### src/sv/paired_error_statistics_core_assert.svh
// Assertion macros for the paired error statistics core.
`ifndef PAIRED_ERROR_STATISTICS_CORE_ASSERT_SVH
`define PAIRED_ERROR_STATISTICS_CORE_ASSERT_SVH

// Same-cycle implication, checked on every rising aclk edge outside reset.
`define PES_ASSERT_NOW(label, ante, cons, msg) \
    label: assert property (@(posedge aclk) disable iff (!aresetn) (ante) |-> (cons)) \
        else $error(msg);

// Next-cycle implication, checked on every rising aclk edge outside reset.
`define PES_ASSERT_NEXT(label, ante, cons, msg) \
    label: assert property (@(posedge aclk) disable iff (!aresetn) (ante) |=> (cons)) \
        else $error(msg);

`endif

### src/sv/pes_pkg.sv
// Shared widths, select codes and controller/datapath interface types.
package pes_pkg;

    localparam int IN_W           = 24;
    localparam int CNT_W          = 13;
    localparam int SUM_W          = 37;
    localparam int SQ_W           = 60;
    localparam int CROSS_W        = 61;
    localparam int DSQ_W          = 62;
    localparam int ABS_W          = 38;
    localparam int PEAK_W         = 25;
    localparam int PROD_IN_W      = 2 * IN_W;
    localparam int DSQ_IN_W       = 2 * (IN_W + 1);
    localparam int RMS_W          = 25;
    localparam int MAE_W          = 25;
    localparam int CORR_W         = 17;
    localparam int MAX_ERR_W      = 24;
    localparam int MAG_W          = 72;
    localparam int PROD_W         = 2 * MAG_W;
    localparam int SPROD_W        = PROD_W + 1;
    localparam int CORR_FRAC      = 32;
    localparam int DIV_W          = PROD_W + CORR_FRAC;
    localparam int DVSR_W         = PROD_W;
    localparam int RAD_W          = 64;
    localparam int ROOT_W         = RAD_W / 2;
    localparam int MIN_CORR_PAIRS = 3;
    localparam int SAMPLE_BITS_DEF = 24;
    localparam int MAX_PAIRS_DEF   = 4096;

    typedef enum logic [2:0] {
        MUL_N_XY = 3'd0,
        MUL_X_Y  = 3'd1,
        MUL_N_XX = 3'd2,
        MUL_X_X  = 3'd3,
        MUL_N_YY = 3'd4,
        MUL_Y_Y  = 3'd5,
        MUL_A_A  = 3'd6,
        MUL_B_C  = 3'd7
    } mul_sel_t;

    typedef enum logic [1:0] {
        DIV_MAE  = 2'd0,
        DIV_RMS  = 2'd1,
        DIV_CORR = 2'd2
    } div_sel_t;

    typedef enum logic {
        SQ_RMS  = 1'b0,
        SQ_CORR = 1'b1
    } sqrt_sel_t;

    typedef enum logic [2:0] {
        CAP_NONE = 3'd0,
        CAP_T1   = 3'd1,
        CAP_A    = 3'd2,
        CAP_B    = 3'd3,
        CAP_C    = 3'd4
    } cap_t;

    typedef struct packed {
        logic      accept_en;
        logic      start_mul;
        mul_sel_t  mul_sel;
        cap_t      cap;
        logic      start_div;
        div_sel_t  div_sel;
        logic      start_sqrt;
        sqrt_sel_t sqrt_sel;
        logic      load_out;
    } cmd_t;

    typedef struct packed {
        logic eos_taken;
        logic pipe_busy;
        logic out_busy;
        logic mul_done;
        logic div_done;
        logic sqrt_done;
    } stat_t;

endpackage

### src/sv/pes_ctrl.sv
// Controller: sequences accumulation, the end-of-set computation and the result load.
module pes_ctrl (
    input  logic            aclk,
    input  logic            aresetn,
    input  pes_pkg::stat_t  status,
    output pes_pkg::cmd_t   cmd
);
    import pes_pkg::*;

    typedef enum logic [16:0] {
        ST_ACCUM     = 17'b00000000000000001,
        ST_DRAIN     = 17'b00000000000000010,
        ST_MAE_DIV   = 17'b00000000000000100,
        ST_RMS_DIV   = 17'b00000000000001000,
        ST_RMS_SQRT  = 17'b00000000000010000,
        ST_MUL1      = 17'b00000000000100000,
        ST_MUL2      = 17'b00000000001000000,
        ST_MUL3      = 17'b00000000010000000,
        ST_MUL4      = 17'b00000000100000000,
        ST_MUL5      = 17'b00000001000000000,
        ST_MUL6      = 17'b00000010000000000,
        ST_MUL7      = 17'b00000100000000000,
        ST_MUL8      = 17'b00001000000000000,
        ST_CORR_DIV  = 17'b00010000000000000,
        ST_CORR_SQRT = 17'b00100000000000000,
        ST_OUT       = 17'b01000000000000000,
        ST_SPARE     = 17'b10000000000000000
    } state_t;

    state_t state_reg, state_next;

    always_ff @(posedge aclk) begin
        if (!aresetn) begin
            state_reg <= ST_ACCUM;
        end else begin
            state_reg <= state_next;
        end
    end

    always_comb begin
        state_next     = state_reg;
        cmd.accept_en  = 1'b0;
        cmd.start_mul  = 1'b0;
        cmd.mul_sel    = MUL_N_XY;
        cmd.cap        = CAP_NONE;
        cmd.start_div  = 1'b0;
        cmd.div_sel    = DIV_MAE;
        cmd.start_sqrt = 1'b0;
        cmd.sqrt_sel   = SQ_RMS;
        cmd.load_out   = 1'b0;
        unique case (state_reg)
            ST_ACCUM: begin
                cmd.accept_en = 1'b1;
                if (status.eos_taken) state_next = ST_DRAIN;
            end
            ST_DRAIN: begin
                if (!status.pipe_busy) begin
                    cmd.start_div = 1'b1;
                    cmd.div_sel   = DIV_MAE;
                    state_next    = ST_MAE_DIV;
                end
            end
            ST_MAE_DIV: begin
                if (status.div_done) begin
                    cmd.start_div = 1'b1;
                    cmd.div_sel   = DIV_RMS;
                    state_next    = ST_RMS_DIV;
                end
            end
            ST_RMS_DIV: begin
                if (status.div_done) begin
                    cmd.start_sqrt = 1'b1;
                    cmd.sqrt_sel   = SQ_RMS;
                    state_next     = ST_RMS_SQRT;
                end
            end
            ST_RMS_SQRT: begin
                if (status.sqrt_done) begin
                    cmd.start_mul = 1'b1;
                    cmd.mul_sel   = MUL_N_XY;
                    state_next    = ST_MUL1;
                end
            end
            ST_MUL1: begin
                if (status.mul_done) begin
                    cmd.cap       = CAP_T1;
                    cmd.start_mul = 1'b1;
                    cmd.mul_sel   = MUL_X_Y;
                    state_next    = ST_MUL2;
                end
            end
            ST_MUL2: begin
                if (status.mul_done) begin
                    cmd.cap       = CAP_A;
                    cmd.start_mul = 1'b1;
                    cmd.mul_sel   = MUL_N_XX;
                    state_next    = ST_MUL3;
                end
            end
            ST_MUL3: begin
                if (status.mul_done) begin
                    cmd.cap       = CAP_T1;
                    cmd.start_mul = 1'b1;
                    cmd.mul_sel   = MUL_X_X;
                    state_next    = ST_MUL4;
                end
            end
            ST_MUL4: begin
                if (status.mul_done) begin
                    cmd.cap       = CAP_B;
                    cmd.start_mul = 1'b1;
                    cmd.mul_sel   = MUL_N_YY;
                    state_next    = ST_MUL5;
                end
            end
            ST_MUL5: begin
                if (status.mul_done) begin
                    cmd.cap       = CAP_T1;
                    cmd.start_mul = 1'b1;
                    cmd.mul_sel   = MUL_Y_Y;
                    state_next    = ST_MUL6;
                end
            end
            ST_MUL6: begin
                if (status.mul_done) begin
                    cmd.cap       = CAP_C;
                    cmd.start_mul = 1'b1;
                    cmd.mul_sel   = MUL_A_A;
                    state_next    = ST_MUL7;
                end
            end
            ST_MUL7: begin
                if (status.mul_done) begin
                    cmd.cap       = CAP_T1;
                    cmd.start_mul = 1'b1;
                    cmd.mul_sel   = MUL_B_C;
                    state_next    = ST_MUL8;
                end
            end
            ST_MUL8: begin
                if (status.mul_done) begin
                    cmd.start_div = 1'b1;
                    cmd.div_sel   = DIV_CORR;
                    state_next    = ST_CORR_DIV;
                end
            end
            ST_CORR_DIV: begin
                if (status.div_done) begin
                    cmd.start_sqrt = 1'b1;
                    cmd.sqrt_sel   = SQ_CORR;
                    state_next     = ST_CORR_SQRT;
                end
            end
            ST_CORR_SQRT: begin
                if (status.sqrt_done) state_next = ST_OUT;
            end
            ST_OUT: begin
                if (!status.out_busy) begin
                    cmd.load_out = 1'b1;
                    state_next   = ST_ACCUM;
                end
            end
            default: state_next = ST_ACCUM;
        endcase
    end

endmodule

### config.mk
export PLATFORM = sky130hd
export DESIGN_NAME = pes_ctrl
export DESIGN_NICKNAME = d
export VERILOG_FILES = /design/src/sv/paired_error_statistics_core_assert.svh /design/src/sv/pes_pkg.sv /design/src/sv/pes_ctrl.sv
export SDC_FILE = /design/constraint.sdc
export NUM_CORES = 1
export LEC_CHECK = 0
export BUFFER_PORTS_ARGS = -buffer_cell sky130_fd_sc_hd__buf_2
export CELL_PAD_IN_SITES_DETAIL_PLACEMENT = 1
export CELL_PAD_IN_SITES_GLOBAL_PLACEMENT = 1
export CORE_ASPECT_RATIO = 0.6
export CORE_MARGIN = 4
export CORE_UTILIZATION = 25
export CTS_CLUSTER_DIAMETER = 150
export DETAILED_ROUTE_END_ITERATION = 6
export GPL_TIMING_DRIVEN = 1
export PLACE_DENSITY_LB_ADDON = 0.1
export SLEW_MARGIN = 20
export SYNTH_ARGS = -nofsm -noshare
export SYNTH_HDL_FRONTEND = slang
export SYNTH_SLANG_ARGS = --single-unit
### constraint.sdc
create_clock -name aclk -period 2.7 [get_ports aclk]
set_input_delay 0.81 -clock aclk [delete_from_list [all_inputs] [get_ports aclk]]
set_output_delay 0.81 -clock aclk [all_outputs]
set_load 0.1 [all_outputs]
==> metrics.txt <==
# TYPE chip_impl_metric gauge
chip_impl_metric{name="final_report_hold_violation_count",unit=""} 0
chip_impl_metric{name="dpl_hpwl",unit="mm"} 3.98
chip_impl_metric{name="clk_transition_reported_paths",unit="ns"} 0.06
chip_impl_metric{name="drtIter0Drc",unit=""} 52
chip_impl_metric{name="overflow",unit=""} 0
chip_impl_metric{name="areaGrowthSynthToFinish",unit="%"} 73.3
chip_impl_metric{name="flip_flop_and_latch_count_after_synthesis",unit=""} 16
chip_impl_info{name="ys_dominant_reg_cell",value="sky130_fd_sc_hd__dfxtp_1"} 1
chip_impl_metric{name="worst_ep_required_time",unit="ns"} 1.89
chip_impl_metric{name="drcViolationCount",unit=""} 0
chip_impl_metric{name="max_clock_freq",unit="MHz"} 342
chip_impl_metric{name="placeableCoreArea",unit="µm²"} 5200
chip_impl_metric{name="num-fill-cells",unit=""} 593
chip_impl_metric{name="fin_crit",unit="ns"} 2.93
chip_impl_metric{name="finalWirelength",unit="mm"} 5.40
chip_impl_info{name="tritoncts",value="yes"} 1
chip_impl_metric{name="yosysWarnings",unit=""} 0
chip_impl_metric{name="clock-skew-final",unit="ns"} 0.00478
chip_impl_metric{name="grt_first_pass_wirelength",unit="mm"} 8.54
chip_impl_metric{name="layout.cell_area.non_filler",unit="µm²"} 2390
chip_impl_metric{name="postRouteAntennaNets",unit=""} 0
chip_impl_metric{name="vias",unit=""} 1558
chip_impl_metric{name="die-height",unit="µm"} 65.6
chip_impl_metric{name="antenna_cells",unit=""} 0
chip_impl_metric{name="postSynthAreaPerCell",unit="µm²"} 8.03
chip_impl_metric{name="async_reset_ff_frac",unit=""} 0
chip_impl_metric{name="die_width",unit="µm"} 104
chip_impl_metric{name="drt-vias-per-instance",unit=""} 5.21
chip_impl_metric{name="seq_area_frac_synth",unit=""} 0.232
chip_impl_metric{name="maxSlewViolCount",unit=""} 0
chip_impl_metric{name="post_synth_num_cell_types",unit=""} 51
chip_impl_metric{name="antenna_found_initial",unit=""} 0
chip_impl_metric{name="synth_simple_gate_area_share",unit=""} 0.451
chip_impl_metric{name="drive_above_1_share",unit=""} 0.597
chip_impl_info{name="combinational_family_with_the_most_area_after_synthesis",value="simple AND/OR/NAND/NOR gates"} 1
chip_impl_metric{name="report.power.total",unit="mW"} 0.954
chip_impl_metric{name="largest_reg_flops",unit=""} 16
chip_impl_metric{name="post_drt_wl_per_cell",unit="µm"} 18.1
chip_impl_info{name="failed_checks",value="setup timing"} 1
chip_impl_metric{name="place_area",unit="µm²"} 2020
chip_impl_info{name="rsz0062_at_grt",value="true"} 1
chip_impl_metric{name="std_cell_rows",unit=""} 20
chip_impl_metric{name="io_buffers",unit=""} 21
chip_impl_metric{name="worstMarginPinSlew",unit="ns"} 0.491
chip_impl_metric{name="grtUsageTotal",unit=""} 0.160
chip_impl_metric{name="pin_count_of_the_biggest_net_entering_global_routing",unit=""} 10
chip_impl_metric{name="finalCritPeriodShare",unit=""} 1.08
chip_impl_info{name="start_kind",value="flop"} 1
chip_impl_metric{name="clk_path_buf_depth",unit=""} 2
chip_impl_metric{name="postLayoutSetupSlackWorst",unit="ns"} -0.228
chip_impl_info{name="cts_root_buffer",value="sky130_fd_sc_hd__clkbuf_8"} 1
chip_impl_info{name="layout.cells.most_common",value="sky130_fd_sc_hd__buf_4"} 1
chip_impl_info{name="timing.hold.worst.class",value="flop to flop"} 1
chip_impl_metric{name="peakVddDrop",unit="mV"} 0.215
chip_impl_metric{name="power.density_cell_area",unit="nW/µm²"} 398
chip_impl_metric{name="relSlewSlack",unit=""} 0.670
chip_impl_metric{name="cts_max_level",unit=""} 1
chip_impl_metric{name="initial_standard_cell_utilization_of_the_core",unit=""} 0.265
chip_impl_metric{name="cts_sink_count",unit=""} 16
chip_impl_metric{name="critical_path_peak_fanout",unit=""} 3
chip_impl_metric{name="nNetsFinal",unit=""} 243
chip_impl_info{name="setup.worst_path.class",value="flop to primary output"} 1
chip_impl_metric{name="io_pins",unit=""} 22
chip_impl_metric{name="gp_congestion",unit=""} 0.836
chip_impl_info{name="mostFrequentLayoutCells",value="sky130_fd_sc_hd__buf_4 (46), sky130_fd_sc_hd__nor2_1 (14), sky130_fd_sc_hd__buf_12 (14)"} 1
chip_impl_metric{name="synth_xor_area_frac",unit=""} 0.0380
chip_impl_metric{name="synth_enable_flop_cells",unit=""} 0
chip_impl_metric{name="worstPathArrival",unit="ns"} 2.12
chip_impl_metric{name="max_cap_violations",unit=""} 0
chip_impl_metric{name="yosys-mux-area-fraction",unit=""} 0.0444
chip_impl_metric{name="die-area",unit="µm²"} 6820
chip_impl_metric{name="detailedRoute.firstPassIterationCount",unit=""} 4
chip_impl_metric{name="synth_compound_area_frac",unit=""} 0.147
chip_impl_info{name="status",value="complete, but fails checks"} 1
chip_impl_metric{name="finalSetupViolations",unit=""} 8
chip_impl_metric{name="number_of_global_route_vias_before_repair",unit=""} 1665
chip_impl_metric{name="netlist_area",unit="µm²"} 1380
chip_impl_info{name="setup.worst_path.end_class",value="primary output"} 1
chip_impl_metric{name="power_leakage",unit="nW"} 0.937
chip_impl_metric{name="nets_in_the_synthesized_netlist",unit=""} 180
chip_impl_metric{name="syn_inst",unit=""} 172
chip_impl_metric{name="place_ws",unit="ns"} -0.0271
chip_impl_metric{name="cts-buffers-inserted",unit=""} 3
chip_impl_metric{name="clkLatencyLatePin",unit="ns"} 0.26
chip_impl_metric{name="ctsHoldBuffers",unit=""} 0
chip_impl_metric{name="post_synth_fa_ha_maj_area_fraction",unit=""} 0
critical path, cell delays in order (launching register included):
cell,delay (ns)
sky130_fd_sc_hd__dfxtp_2,0.34
sky130_fd_sc_hd__nor4_4,0.35
sky130_fd_sc_hd__buf_4,0.20
sky130_fd_sc_hd__nand3_4,0.07
sky130_fd_sc_hd__or3_4,0.37
sky130_fd_sc_hd__o22a_1,0.22
sky130_fd_sc_hd__nor2_4,0.14
sky130_fd_sc_hd__buf_12,0.18
Yosys cell counts, types with 2 or more instances:
master,count,share of area
sky130_fd_sc_hd__a31oi_1,2,0.0091
sky130_fd_sc_hd__mux2i_1,5,0.036
sky130_fd_sc_hd__nor2_1,23,0.062
sky130_fd_sc_hd__o22a_2,2,0.014
sky130_fd_sc_hd__nor4_2,4,0.036
sky130_fd_sc_hd__nor4_1,2,0.0091
sky130_fd_sc_hd__dfxtp_1,16,0.23
sky130_fd_sc_hd__xor2_1,5,0.032
sky130_fd_sc_hd__or3_1,2,0.0091
sky130_fd_sc_hd__and2_1,4,0.018
sky130_fd_sc_hd__nand4_1,3,0.014
sky130_fd_sc_hd__nor4_4,3,0.046
sky130_fd_sc_hd__a21oi_1,8,0.029
sky130_fd_sc_hd__clkbuf_1,4,0.011
sky130_fd_sc_hd__or4b_1,3,0.022
sky130_fd_sc_hd__nand3b_1,2,0.011
sky130_fd_sc_hd__o21ai_0,5,0.018
sky130_fd_sc_hd__o211ai_1,2,0.011
sky130_fd_sc_hd__inv_1,6,0.016
sky130_fd_sc_hd__nor3_1,13,0.047
sky130_fd_sc_hd__and3_1,2,0.0091
sky130_fd_sc_hd__nand2_1,9,0.024
sky130_fd_sc_hd__nand3_1,4,0.014
sky130_fd_sc_hd__buf_6,6,0.049
sky130_fd_sc_hd__nor4b_1,5,0.032
sky130_fd_sc_hd__nand2b_1,7,0.032
power breakdown:
part | internal, mW | switching (mW)
Sequential | 0.245 | 0.00907
Combinational | 0.227 | 0.287
Clock | 0.0993 | 0.0864
Total | 0.571 | 0.382
per-layer routing:
layer / wire length (µm) / track usage
met1: 2720 / 0.223
met2: 2400 / 0.248
met3: 174 / 0.0314
met4: 102 / 0.0498
met5: 0 / 0
metrics by stage:
step	setup TNS (ns)	utilization	hold WS (ns)	std cells
6_report	-1.33	0.460	0.507	299
4_1_cts	-1.02	0.438	0.517	294
3_5_place_dp	-0.0294	0.388	0.507	275
2_1_floorplan	-1.69	-	0.543	172
3_3_place_gp	-0.00445	0.388	0.496	275
5_1_grt	-2.22	0.460	0.574	299
path summary, 6_finish.rpt:
kind,start,endpoint,slack (ns),cells after the start
setup reg to reg,state_reg[7],state_reg[7],0.14,12
hold / removal,state_reg[8],state_reg[8],0.51,2
hold reg to reg,state_reg[8],state_reg[8],0.51,2
setup / recovery,state_reg[4],cmd[7],-0.23,7
timing repair:
| item | 4_1_cts | 5_1_grt |
|---|---|---|
| gates resized for setup | 25 | 19 |
| buffers inserted | 16 | 6 |
| endpoints found under the setup margin | 10 | 11 |
| pin swaps | 16 | 16 |
area by class of cell:
type | instances | area, µm² | area share
inverters | 7 | 31.3 | 0.0131
flip-flops and latches | 16 | 329 | 0.137
well taps | 66 | 82.6 | 0.0345
repair buffers | 70 | 694 | 0.290
clock buffers | 3 | 41.3 | 0.0173
multi-input cells | 137 | 1210 | 0.508
cells by family (layout without fill, tap and decap cells):
| group | after synthesis | in the layout |
|---|---|---|
| AOI/OAI and AO/OA | 29 | 29 |
| xor gates and xnor gates | 6 | 6 |
| buffers and inverters | 19 | 80 |
| DFF | 16 | 16 |
| muxes | 6 | 6 |
| and+or+nand+nor | 96 | 96 |
(Power assumes the default switching activity.)
